<file path="config.mk">
export PLATFORM = sky130hd
export DESIGN_NAME = hwmon_reading_converter
export DESIGN_NICKNAME = d
export VERILOG_FILES = /design/src/hw/rtl/hrc_pkg.sv /design/src/hw/rtl/hrc_front.sv /design/src/hw/rtl/hrc_queue.sv /design/src/hw/rtl/hrc_back.sv /design/src/hw/rtl/hwmon_reading_converter.sv
export SDC_FILE = /design/constraint.sdc
export NUM_CORES = 1
export LEC_CHECK = 0
export BUFFER_PORTS_ARGS = -buffer_cell sky130_fd_sc_hd__buf_2
export CORE_ASPECT_RATIO = 2
export CORE_MARGIN = 1.5
export CORE_UTILIZATION = 40
export CTS_CLUSTER_DIAMETER = 120
export DETAILED_ROUTE_END_ITERATION = 6
export PLACE_DENSITY = 0.59
export SLEW_MARGIN = 20
export SYNTH_ARGS = -nofsm -noshare
export SYNTH_HDL_FRONTEND = slang
export SYNTH_SLANG_ARGS = --single-unit
</file>
<file path="constraint.sdc">
create_clock -name i_clk -period 42.1 [get_ports i_clk]
set_input_delay 4.21 -clock i_clk [delete_from_list [all_inputs] [get_ports i_clk]]
set_output_delay 4.21 -clock i_clk [all_outputs]
set_load 0.05 [all_outputs]
</file>
<file path="src/hw/rtl/hrc_pkg.sv">
// Shared types and constants of the hardware-monitor reading converter.
// No dependencies; every other RTL file imports this package.
package hrc_pkg;

    // Sensor kinds on the op field
    localparam logic [1:0] OP_VOLT = 2'd0;
    localparam logic [1:0] OP_TEMP = 2'd1;
    localparam logic [1:0] OP_FAN  = 2'd2;

    localparam int unsigned CODE_W    = 8;
    localparam int unsigned RAW_W     = 16;
    localparam int unsigned SCALE_W   = 18;
    localparam int unsigned AUX_W     = 8;
    localparam int unsigned COUNT_W   = 12;
    localparam int unsigned VALUE_W   = 29;
    localparam int unsigned VPROD_W   = CODE_W + SCALE_W;
    localparam int unsigned TPROD_W   = 28;

    localparam logic [CODE_W-1:0]  VOLT_BAD_HIGH  = 8'hff;
    localparam logic [CODE_W-1:0]  TEMP_LIMIT_ALT = 8'd111;
    localparam logic [CODE_W-1:0]  TEMP_LIMIT_STD = 8'd128;
    localparam logic [RAW_W-1:0]   FAN_BAD_COUNT  = 16'h0fff;
    localparam logic [TPROD_W-1:0] MICRO_PER_UNIT = 28'd1000000;
    localparam logic [VALUE_W-1:0] ZERO_C_MICROK  = 29'd273150000;
    localparam logic [VALUE_W-1:0] VALUE_MAX      = 29'd400150000;

    // Fan divider: restoring division, a few quotient bits per cycle
    localparam int unsigned DIV_BITS_PER_STEP = 6;
    localparam int unsigned DIV_STEPS         = 4;
    localparam int unsigned DIV_NUM_W         = DIV_BITS_PER_STEP * DIV_STEPS;
    localparam int unsigned DIV_STEP_W        = $clog2(DIV_STEPS);
    localparam logic [DIV_NUM_W-1:0] FAN_NUMERATOR = 24'd1500000;

    // Work queue between classifier and execution unit
    localparam int unsigned QUEUE_DEPTH = 4;
    localparam int unsigned QPTR_W      = $clog2(QUEUE_DEPTH);
    localparam int unsigned QCNT_W      = QPTR_W + 1;

    typedef enum logic [1:0] {
        KIND_ZERO = 2'd0,   // invalid reading, result is all zero
        KIND_VOLT = 2'd1,
        KIND_TEMP = 2'd2,
        KIND_FAN  = 2'd3
    } t_kind;

    typedef struct packed {
        t_kind               kind;
        logic [CODE_W-1:0]   code;
        logic [SCALE_W-1:0]  scale;
        logic [COUNT_W-1:0]  count;
    } t_work;

    typedef struct packed {
        logic full;
        logic empty;
    } t_queue_stat;

endpackage

</file>
<file path="src/hw/rtl/hrc_front.sv">
// Front end: holds the temperature mode register and classifies each request
// into a work entry for the queue. Depends on hrc_pkg.
module hrc_front (
    input  logic                      i_clk,
    input  logic                      i_rst_n,
    input  logic                      i_cfg_write,
    input  logic [hrc_pkg::AUX_W-1:0] i_cfg_data,
    input  logic [1:0]                i_op,
    input  logic [hrc_pkg::RAW_W-1:0] i_raw_reading,
    input  logic [hrc_pkg::SCALE_W-1:0] i_user_scale,
    input  logic [hrc_pkg::SCALE_W-1:0] i_table_scale,
    input  logic [hrc_pkg::AUX_W-1:0] i_aux_mask,
    output hrc_pkg::t_work            o_work
);
    import hrc_pkg::*;

    logic [AUX_W-1:0]  r_temp_mode;
    logic [CODE_W-1:0] w_code;
    logic [CODE_W-1:0] w_limit;

    always_ff @(posedge i_clk) begin
        if (!i_rst_n) begin
            r_temp_mode <= '0;
        end else if (i_cfg_write) begin
            r_temp_mode <= i_cfg_data;
        end
    end

    assign w_code  = i_raw_reading[CODE_W-1:0];
    assign w_limit = ((r_temp_mode & i_aux_mask) != '0) ? TEMP_LIMIT_ALT : TEMP_LIMIT_STD;

    always_comb begin
        o_work.kind  = KIND_ZERO;
        o_work.code  = w_code;
        o_work.scale = (i_user_scale != '0) ? i_user_scale : i_table_scale;
        o_work.count = i_raw_reading[COUNT_W-1:0];
        unique case (i_op)
            OP_VOLT: begin
                if (w_code != '0 && w_code != VOLT_BAD_HIGH) begin
                    o_work.kind = KIND_VOLT;
                end
            end
            OP_TEMP: begin
                if (w_code != '0 && w_code < w_limit) begin
                    o_work.kind = KIND_TEMP;
                end
            end
            OP_FAN: begin
                // a zero count has no rpm: flag it invalid
                if (i_raw_reading != '0 && i_raw_reading < FAN_BAD_COUNT) begin
                    o_work.kind = KIND_FAN;
                end
            end
            default: begin
                o_work.kind = KIND_ZERO;
            end
        endcase
    end

endmodule

</file>
<file path="src/hw/rtl/hrc_queue.sv">
// Short work queue between the classifier and the execution unit.
// Depends on hrc_pkg.
module hrc_queue (
    input  logic                 i_clk,
    input  logic                 i_rst_n,
    input  logic                 i_push,
    input  hrc_pkg::t_work       i_push_data,
    input  logic                 i_pop,
    output hrc_pkg::t_work       o_pop_data,
    output hrc_pkg::t_queue_stat o_stat
);
    import hrc_pkg::*;

    t_work              r_mem [QUEUE_DEPTH];
    logic [QPTR_W-1:0]  r_wr_ptr;
    logic [QPTR_W-1:0]  r_rd_ptr;
    logic [QCNT_W-1:0]  r_count;

    always_ff @(posedge i_clk) begin
        if (i_push) begin
            r_mem[r_wr_ptr] <= i_push_data;
        end
    end

    always_ff @(posedge i_clk) begin
        if (!i_rst_n) begin
            r_wr_ptr <= '0;
            r_rd_ptr <= '0;
            r_count  <= '0;
        end else begin
            if (i_push) begin
                r_wr_ptr <= r_wr_ptr + QPTR_W'(1);
            end
            if (i_pop) begin
                r_rd_ptr <= r_rd_ptr + QPTR_W'(1);
            end
            if (i_push && !i_pop) begin
                r_count <= r_count + QCNT_W'(1);
            end else if (i_pop && !i_push) begin
                r_count <= r_count - QCNT_W'(1);
            end
        end
    end

    assign o_pop_data   = r_mem[r_rd_ptr];
    assign o_stat.full  = (r_count == QCNT_W'(QUEUE_DEPTH));
    assign o_stat.empty = (r_count == '0);

endmodule

</file>
<file path="src/hw/rtl/hrc_back.sv">
// Execution unit: scales voltage and temperature codes combinationally, runs
// the fan division step by step, and owns the result register. Depends on hrc_pkg.
module hrc_back (
    input  logic                        i_clk,
    input  logic                        i_rst_n,
    input  logic                        i_queue_empty,
    input  hrc_pkg::t_work              i_work,
    output logic                        o_pop,
    output logic                        o_out_valid,
    input  logic                        i_out_stall,
    output logic                        o_reading_valid,
    output logic [hrc_pkg::VALUE_W-1:0] o_reading_value
);
    import hrc_pkg::*;

    localparam int unsigned QUO_KEEP_W = DIV_NUM_W - DIV_BITS_PER_STEP;

    logic                     r_busy;
    logic [DIV_STEP_W-1:0]    r_step;
    logic [COUNT_W-1:0]       r_count;
    logic [COUNT_W-1:0]       r_rem;
    logic [DIV_NUM_W-1:0]     r_num;
    logic [QUO_KEEP_W-1:0]    r_quo;
    logic                     r_out_valid;
    logic                     r_reading_valid;
    logic [VALUE_W-1:0]       r_reading_value;

    logic                     w_out_free;
    logic                     w_div_last;
    logic                     w_div_done;
    logic [VPROD_W-1:0]       w_volt_prod;
    logic [TPROD_W-1:0]       w_temp_prod;
    logic [VALUE_W-1:0]       w_direct_value;
    logic [COUNT_W:0]         w_rem_sh  [DIV_BITS_PER_STEP];
    logic [COUNT_W-1:0]       w_rem_out [DIV_BITS_PER_STEP];
    logic [DIV_BITS_PER_STEP-1:0] w_qbits;
    logic [DIV_NUM_W-1:0]     w_quotient;

    assign w_out_free = !r_out_valid || !i_out_stall;
    assign o_pop      = !i_queue_empty && !r_busy && w_out_free;
    assign w_div_last = (r_step == DIV_STEP_W'(DIV_STEPS - 1));
    assign w_div_done = r_busy && w_div_last && w_out_free;

    assign w_volt_prod = VPROD_W'(i_work.code) * VPROD_W'(i_work.scale);
    assign w_temp_prod = TPROD_W'(i_work.code) * MICRO_PER_UNIT;

    always_comb begin
        unique case (i_work.kind)
            KIND_VOLT: w_direct_value = VALUE_W'(w_volt_prod);
            KIND_TEMP: w_direct_value = VALUE_W'(w_temp_prod) + ZERO_C_MICROK;
            default:   w_direct_value = '0;
        endcase
    end

    // One divider step: shift in the next numerator bits, subtract where it fits
    always_comb begin
        for (int j = 0; j < DIV_BITS_PER_STEP; j++) begin
            if (j == 0) begin
                w_rem_sh[j] = {r_rem, r_num[DIV_NUM_W-1]};
            end else begin
                w_rem_sh[j] = {w_rem_out[j-1], r_num[DIV_NUM_W-1-j]};
            end
            if (w_rem_sh[j] >= {1'b0, r_count}) begin
                w_rem_out[j] = COUNT_W'(w_rem_sh[j] - {1'b0, r_count});
                w_qbits[DIV_BITS_PER_STEP-1-j] = 1'b1;
            end else begin
                w_rem_out[j] = w_rem_sh[j][COUNT_W-1:0];
                w_qbits[DIV_BITS_PER_STEP-1-j] = 1'b0;
            end
        end
    end

    assign w_quotient = {r_quo, w_qbits};

    always_ff @(posedge i_clk) begin
        if (!i_rst_n) begin
            r_busy <= 1'b0;
            r_step <= '0;
        end else if (o_pop && i_work.kind == KIND_FAN) begin
            r_busy <= 1'b1;
            r_step <= '0;
        end else if (w_div_done) begin
            r_busy <= 1'b0;
        end else if (r_busy && !w_div_last) begin
            r_step <= r_step + DIV_STEP_W'(1);
        end
    end

    always_ff @(posedge i_clk) begin
        if (o_pop && i_work.kind == KIND_FAN) begin
            r_count <= i_work.count;
            r_rem   <= '0;
            r_num   <= FAN_NUMERATOR;
            r_quo   <= '0;
        end else if (r_busy && !w_div_last) begin
            r_rem <= w_rem_out[DIV_BITS_PER_STEP-1];
            r_num <= r_num << DIV_BITS_PER_STEP;
            r_quo <= QUO_KEEP_W'({r_quo, w_qbits});
        end
    end

    always_ff @(posedge i_clk) begin
        if (!i_rst_n) begin
            r_out_valid <= 1'b0;
        end else if ((o_pop && i_work.kind != KIND_FAN) || w_div_done) begin
            r_out_valid <= 1'b1;
        end else if (!i_out_stall) begin
            r_out_valid <= 1'b0;
        end
    end

    always_ff @(posedge i_clk) begin
        if (w_div_done) begin
            r_reading_valid <= 1'b1;
            r_reading_value <= VALUE_W'(w_quotient);
        end else if (o_pop && i_work.kind != KIND_FAN) begin
            r_reading_valid <= (i_work.kind != KIND_ZERO);
            r_reading_value <= w_direct_value;
        end
    end

    assign o_out_valid     = r_out_valid;
    assign o_reading_valid = r_reading_valid;
    assign o_reading_value = r_reading_value;

endmodule

</file>
<file path="src/hw/rtl/hwmon_reading_converter.sv">
// Top level of the hardware-monitor reading converter.
// Depends on hrc_pkg, hrc_front, hrc_queue and hrc_back.
//
// Usage:
//   Input channel (i_in_valid / o_in_stall) carries one raw reading per
//   request: op, raw_reading, user_scale, table_scale, aux_mask. The front
//   classifies it straight into a four-entry work queue; o_in_stall rises
//   only while that queue is full.
//   Output channel (o_out_valid / i_out_stall) returns one result per
//   request, in order: reading_valid and reading_value (0 when invalid).
//   Configuration channel (i_cfg_valid / o_cfg_ready) writes temp_mode;
//   ready is always high. Write it only while no request is in flight.
// Path: voltage, temperature and invalid readings go from the queue to the
//   result register; fan readings pass through the divider at 6 quotient
//   bits per cycle, its last step waiting while the output is stalled.
// Throughput: one voltage or temperature reading per cycle while the output
//   is not stalled; the iterative divider holds the queue for a fan reading.
// Reset (i_rst_n low, synchronous) empties the queue, drops any division in
//   progress, clears o_out_valid and sets temp_mode to 0.
// A stall on the output holds the result register; the queue keeps filling
//   behind it until full, then the input is stalled.
module hwmon_reading_converter (
    input  logic                          i_clk,
    input  logic                          i_rst_n,
    input  logic                          i_cfg_valid,
    output logic                          o_cfg_ready,
    input  logic [hrc_pkg::AUX_W-1:0]     i_cfg_data,
    input  logic                          i_in_valid,
    output logic                          o_in_stall,
    input  logic [1:0]                    i_op,
    input  logic [hrc_pkg::RAW_W-1:0]     i_raw_reading,
    input  logic [hrc_pkg::SCALE_W-1:0]   i_user_scale,
    input  logic [hrc_pkg::SCALE_W-1:0]   i_table_scale,
    input  logic [hrc_pkg::AUX_W-1:0]     i_aux_mask,
    output logic                          o_out_valid,
    input  logic                          i_out_stall,
    output logic                          o_reading_valid,
    output logic [hrc_pkg::VALUE_W-1:0]   o_reading_value
);
    import hrc_pkg::*;

    t_work       w_front_work;
    t_work       w_pop_work;
    t_queue_stat w_qstat;
    logic        w_push;
    logic        w_pop;
    logic        w_cfg_write;

    // Configuration is always taken at once
    assign o_cfg_ready = 1'b1;
    assign w_cfg_write = i_cfg_valid && o_cfg_ready;

    // Stall the input only on a full queue
    assign o_in_stall = w_qstat.full;
    assign w_push     = i_in_valid && !o_in_stall;

    hrc_front u_front (
        .i_clk         (i_clk),
        .i_rst_n       (i_rst_n),
        .i_cfg_write   (w_cfg_write),
        .i_cfg_data    (i_cfg_data),
        .i_op          (i_op),
        .i_raw_reading (i_raw_reading),
        .i_user_scale  (i_user_scale),
        .i_table_scale (i_table_scale),
        .i_aux_mask    (i_aux_mask),
        .o_work        (w_front_work)
    );

    hrc_queue u_queue (
        .i_clk       (i_clk),
        .i_rst_n     (i_rst_n),
        .i_push      (w_push),
        .i_push_data (w_front_work),
        .i_pop       (w_pop),
        .o_pop_data  (w_pop_work),
        .o_stat      (w_qstat)
    );

    // Advance work into the execution unit whenever it and the result register allow
    hrc_back u_back (
        .i_clk           (i_clk),
        .i_rst_n         (i_rst_n),
        .i_queue_empty   (w_qstat.empty),
        .i_work          (w_pop_work),
        .o_pop           (w_pop),
        .o_out_valid     (o_out_valid),
        .i_out_stall     (i_out_stall),
        .o_reading_valid (o_reading_valid),
        .o_reading_value (o_reading_value)
    );

`ifndef SYNTHESIS
    a_invalid_is_zero: assert property (@(posedge i_clk) disable iff (!i_rst_n)
        (o_out_valid && !o_reading_valid) |-> (o_reading_value == '0))
        else $error("invalid reading carries a nonzero value");

    a_value_in_range: assert property (@(posedge i_clk) disable iff (!i_rst_n)
        o_out_valid |-> (o_reading_value <= VALUE_MAX))
        else $error("reading value above its largest legal value");

    a_no_pop_when_empty: assert property (@(posedge i_clk) disable iff (!i_rst_n)
        w_qstat.empty |-> !w_pop)
        else $error("work popped from an empty queue");

    a_reset_clears_output: assert property (@(posedge i_clk)
        (i_rst_n && $past(!i_rst_n)) |-> !o_out_valid)
        else $error("result still offered right after reset");
`endif

endmodule

</file>
# Yosys cells after proc, flatten, opt, wreduce, memory -nomap -nowiden
# Memory sizes are Yosys's and may differ from the RTL's. A register that Yosys moved wholly into a read port is not among the register bits.
# Cells that the tools add are included.
[totals] reg_bits=106 latchBits=0 ram_bits=160 mem_bits_ro=0 out_inout_bits=33 wordCells=116 memories=1
[mem_list] memory="u_queue.r_mem" depth=4 width=40 rd=1 rd_clocked_by_memory_dff=1 wr=1 line="hrc_queue.sv:14" text="t_work r_mem [QUEUE_DEPTH];"
[classes] addsub=12 multipliers=2 div_mod_pow=0 order_cmp=8 n_eq_ne=10 shifts=0 n_mux=31 bitwise=3 reduce_logical=35
[op_table] operator=">= comparator 13 x 12 -> 1 bit" n=6
[op_table] operator="two-way mux 12 bit" n=6
[op_table] operator="subtractor 12 bit" n=6
[op_table] operator="one-hot mux 29 bit (2 select lines)" n=1
[op_table] operator="two-way mux 24 bit" n=2
[op_table] operator="adder 28 x 29 -> 29 bit, second input constant" n=1
[op_table] operator="multiplier 8 x 18 -> 26 bit" n=1
[op_table] operator="multiplier 8 x 14 -> 22 bit, second input constant" n=1
[op_table] operator="two-way mux 18 bit" n=1
[op_table] operator="nonzero test 18 bit" n=1
[op_table] operator="< comparator 16 x 12 -> 1 bit, second input constant" n=1
[op_table] operator="nonzero test 16 bit" n=1
[op_table] operator="nonzero test 8 bit" n=2
[op_table] operator="logical AND 1 bit" n=13
[op_table] operator="two-way mux 1 bit" n=13
[op_table] operator="AND 8 bit" n=1
[op_table] operator="equality test 2 bit, second input constant" n=4
[op_table] operator="logical NOT 1 bit" n=8
[op_table] operator="< comparator 8 bit" n=1
[op_table] operator="two-way mux 2 bit" n=4
[op_table] operator="two-way mux 8 bit" n=1
[op_table] operator="inequality test 8 bit, second input constant" n=1
[op_table] operator="nonzero test 2 bit" n=4
[op_table] operator="adder 2 x 1 -> 2 bit, second input constant" n=3
[op_table] operator="14 further kinds" n=18

# Logic depth before layout (Yosys ltp)
[logic_depth] ltp_word=13 mapped_depth=82

# Cells and area by module
# From an unflattened synthesis, not the netlist that was laid out.
[unflattened] cells_unflattened=1968 area_unflattened_um2=20774.9
[by_module_without_submodules] mod="hrc_back" instances=1 cells_each=1611 area_per_inst_um2=13618.1 seq_area_each_um2=2021.9
[by_module_without_submodules] mod="hrc_queue" instances=1 cells_each=252 area_per_inst_um2=6262.3 seq_area_each_um2=4984.8
[by_module_without_submodules] mod="hrc_front" instances=1 cells_each=102 area_per_inst_um2=869.6 seq_area_each_um2=160.2
[by_module_without_submodules] mod="hwmon_reading_converter" instances=1 cells_each=3 area_per_inst_um2=25.0 seq_area_each_um2=0.0

# Least setup slack after synthesis
# OpenSTA, ideal clock, no wires.
[synth_timing] kind="register to register" start="register u_back.r_count[1]" end="register u_back.r_reading_value[0], in the netlist u_back.o_reading_value[0], data pin" setup_time_ns=0.268 arrival_time_ns=15.924 required_time_ns=41.832 path_slack_ns=25.908 stages_incl_launch_ff=78 n_path_buf=8 period_less_slack_ns=16.192 path_cell_list="edfxtp_1 > inv_1 > ha_1 > nor2b_1 > o31a_2 > o21ai_1 > a41oi_1 > nor2_2 > clkbuf_1 > mux2i_1 > ha_1 > nor2b_1 > o31a_1 > o31ai_1 > nand3_1 > nand2_1 > o21ai_1 > buf_2 > [... 42 more ...] > mux2i_1 > ha_1 > nor2b_1 > o21ai_0 > a21boi_0 > o21ai_0 > a21boi_0 > o21ai_0 > a21boi_0 > o21ai_0 > a21boi_0 > o21ai_0 > a21boi_0 > a311o_1 > buf_1 > clkbuf_1 > nor2_1 > o21ai_0"
[synth_via] elab_chain_len=13
[synth_rtl] item="start: declaration" line="hrc_back.sv:20" text="logic [COUNT_W-1:0] r_count;"
[synth_rtl] item="start signal: assignment" line="hrc_back.sv:91" text="r_count <= i_work.count;"
[synth_rtl] item="subtractor 12 bit / >= comparator 13 x 12 -> 1 bit (equally long branches)" line="hrc_back.sv:64, hrc_back.sv:63"
[synth_rtl] item="two-way mux 12 bit" line="hrc_back.sv:63" text="if (w_rem_sh[j] >= {1'b0, r_count}) begin"
[synth_rtl] item="subtractor 12 bit / >= comparator 13 x 12 -> 1 bit (equally long branches)" line="hrc_back.sv:64, hrc_back.sv:63"
[synth_rtl] item="two-way mux 12 bit" line="hrc_back.sv:63"
[synth_rtl] item="subtractor 12 bit / >= comparator 13 x 12 -> 1 bit (equally long branches)" line="hrc_back.sv:64, hrc_back.sv:63"
[synth_rtl] item="two-way mux 12 bit" line="hrc_back.sv:63"
[synth_rtl] item="subtractor 12 bit / >= comparator 13 x 12 -> 1 bit (equally long branches)" line="hrc_back.sv:64, hrc_back.sv:63"
[synth_rtl] item="two-way mux 12 bit" line="hrc_back.sv:63"
[synth_rtl] item="subtractor 12 bit / >= comparator 13 x 12 -> 1 bit (equally long branches)" line="hrc_back.sv:64, hrc_back.sv:63"
[synth_rtl] item="two-way mux 12 bit" line="hrc_back.sv:63"
[synth_rtl] item=">= comparator 13 x 12 -> 1 bit (*)" line="hrc_back.sv:63"
[synth_rtl] item="two-way mux 1 bit (*)" line="hrc_back.sv:63"
[synth_rtl] item="two-way mux 24 bit (*)" line="hrc_back.sv:113" text="if (w_div_done) begin"
[synth_rtl] item="end signal: assignment" line="hrc_back.sv:115" text="r_reading_value <= VALUE_W'(w_quotient);"
[synth_rtl] item="end signal: assignment" line="hrc_back.sv:118" text="r_reading_value <= w_direct_value;"
[synth_rtl] item="end: declaration" line="hrc_back.sv:26" text="logic [VALUE_W-1:0] r_reading_value;"
# Every way passes the cells marked *; elsewhere a longest branch is shown, timed or not.
# A chain may end at the register's enable or synchronous reset.

# Worst setup path after layout
# Same ends and word-level chain as after synthesis.

==> reports/metrics.cfg <==
[placed_design]
place.gp.congestion = 0.962
dpl-instance-area_um2 = 20700
hpwl_um = 45200
port_buffers = 106

[timing]
final_max_slew_viol_count = 0
tightest_slew_ps = 1150
fin_crit_sh_pct = 47.3
finalSetupViolCount = 0
maxSlewHeadroom_pct = 22.5
hold_violations = 0
period_needed_ps = 19910
fmax_ghz = 0.0502
timing.hold.ws_ps = 456
skew_ps = 21.1
rsz0062_at_grt = no
setup_tns_ps = 0

[routing]
drtIter0Drc = 540
drc = 0
ant_nets = 0
drtPass1Iterations = 5
wl_per_cell_um = 21.1
routed_wl_um = 56600
vias_per_cell = 5.53
vias = 14800

[final_layout]
multiInputGateArea_um2 = 12200
mostFrequentLayoutCells = nand2_1 (211), inv_1 (205), ha_1 (190), edfxtp_1 (164), fa_1 (119)
final_area_um2 = 21400
drive_gt1_share_pct = 11.7
final_nets = 2410
n_fill_cell = 4726
antennaDiodeCount = 0
mostFrequentLayoutCell = nand2_1
fin_util_pct = 44.3
syn_to_final_growth_pct = 9.70
register_area_um2 = 6210

[cts]
ctsHoldBuffers = 0
clkSinkCount = 228
cts_resized = 0
cts_buffers = 20
clock_latency_ps = 530
postCtsSetupBuffers = 0
clk_path_buf_depth = 3
clkTransAtPathRegs_ps = 90
htree_levels = 1
cts_root_buf = clkbuf_16
cts_tree = done

[floorplanning]
core_area_um2 = 48200
start_util_pct = 40.4
row_count = 114
ios = 108
dieArea_um2 = 50100
die_h_um = 315
die_x_um = 159

[synth]
synth_seq_cells = 228
synth_cells = 1941
synth_edf_count = 164
ys.flop_type = edfxtp_1
seq_area_frac_synth_pct = 31.8
synth_warnings = 0
yosysTopAreaCellShare_pct = 25.3
async_reset_ff_share_pct = 0
synth.largest_area_cell = edfxtp_1
synth.net_count = 2325
postSynthAreaPerCell_um2 = 10.0
synthTopCellsByArea = edfxtp_1 (25%), fa_1 (12%), ha_1 (12%), dfxtp_1 (6.6%), nand2_1 (4.1%)
synthesis.area_um2 = 19500
netlist-cell-type-count = 84

[global_routing]
antenna_found_initial = 0
grt_pass1_wl_um = 87500
overflow = 0
grt_max_degree = 46
grt.total_usage_pct = 22.8
grt_pass1_vias = 16100

[critical_path]
r2r_start = u_back.r_count[1]
startpoint_type = flop
slowest_delay_ps = 740
cp_max_fo = 27
critPathKind = flop to flop
slowest_stage = nor2_1
cpMostUsedCell = o21ai_0
r2r_end = u_back.o_reading_value[0]
crit_path_end_kind = flop
arrival_ps = 20260
worstSetupEndpoint = u_back.o_reading_value[0]
reg2reg_slack_ps = 22190
crit_required_ps = 42450
reg2regPathDepth = 70
startpoint = u_back.r_count[1]

[worst_hold_path]
hold_path.class = flop to flop
hold_start = u_back.o_reading_value[26]

[flow_run]
cap_violations = 0

[run_status]
status = completed

## state kept, by name, summed over array words and instances (netlist names), 3 cells and up, named ones only
name,flops
u_back.o_reading_value,29
u_back.r_count,12
u_back.r_num,7
u_back.r_quo,18
u_back.r_rem,12
u_front.r_temp_mode,8
u_queue.r_count,3
u_queue.r_mem,128
## cell families after synthesis
family | after synthesis | share of synthesized area (%)
AOI/OAI and AO/OA | 399 | 13.5
xor gates and xnor gates | 98 | 4.41
adders and majority gates | 309 | 24.4
buffers and inverters | 272 | 5.39
DFF | 228 | 31.8
muxes | 81 | 6.34
other | 1 | 0.0192
and+or+nand+nor | 553 | 14.0
## cell type report
class	instances	area share, %
Sequential cell	228	29.0
Clock inverter	14	0.609
Inverter	206	3.62
Multi-Input combinational cell	1441	57.2
Clock buffer	21	2.46
Timing Repair Buffer	129	3.29
Tap cell	638	3.73
## per-stage QoR
step	std cells	setup slack [ps]
6_report	2677	22190
5_1_grt	2677	20600
4_1_cts	2677	22440
3_5_place_dp	2642	22560
3_3_place_gp	2642	23010
2_1_floorplan	1941	25910
## worst min path at each step
stage	slack, ps	depth (start not counted)	to
after global placement	430	2	u_back.r_num[13]
after detailed placement	440	2	u_back.o_reading_value[26]
final	460	2	u_back.o_reading_value[26]
after CTS	460	2	u_back.r_num[19]
after global routing	470	2	u_back.r_quo[17]
after floorplan	420	2	u_back.r_num[13]
## critical path: cells and delay by family (launching register included)
| kind | cells | cell delay (ps) |
|---|---|---|
| adders and majority gates | 6 | 2040 |
| muxes | 2 | 650 |
| and+or+nand+nor | 15 | 3710 |
| AOI/OAI and AO/OA | 44 | 11910 |
| DFF | 1 | 560 |
| buffers and inverters | 3 | 820 |
## cell usage after synthesis, types with 33 or more instances
| cell | count |
|---|---|
| nand2_1 | 211 |
| inv_1 | 206 |
| ha_1 | 190 |
| edfxtp_1 | 164 |
| fa_1 | 119 |
| a21oi_1 | 95 |
| o21ai_0 | 87 |
| nor2_1 | 77 |
| and2_1 | 73 |
| dfxtp_1 | 64 |
| xnor2_1 | 54 |
| clkbuf_1 | 46 |
| a21o_1 | 45 |
| xor2_1 | 44 |
| nand3_1 | 33 |
## layer usage
layer  vias to the layer above  wire [µm]  track usage, %
met5                         -          0               0
met4                         0       5100            18.6
met3                       163       1120            1.54
met2                       309      32200            46.4
met1                      7310      18200            20.0
li1                       7023          -               -
Power is not shown: default switching activity piles up to over one toggle a cycle in this logic, so the estimate is an artifact.
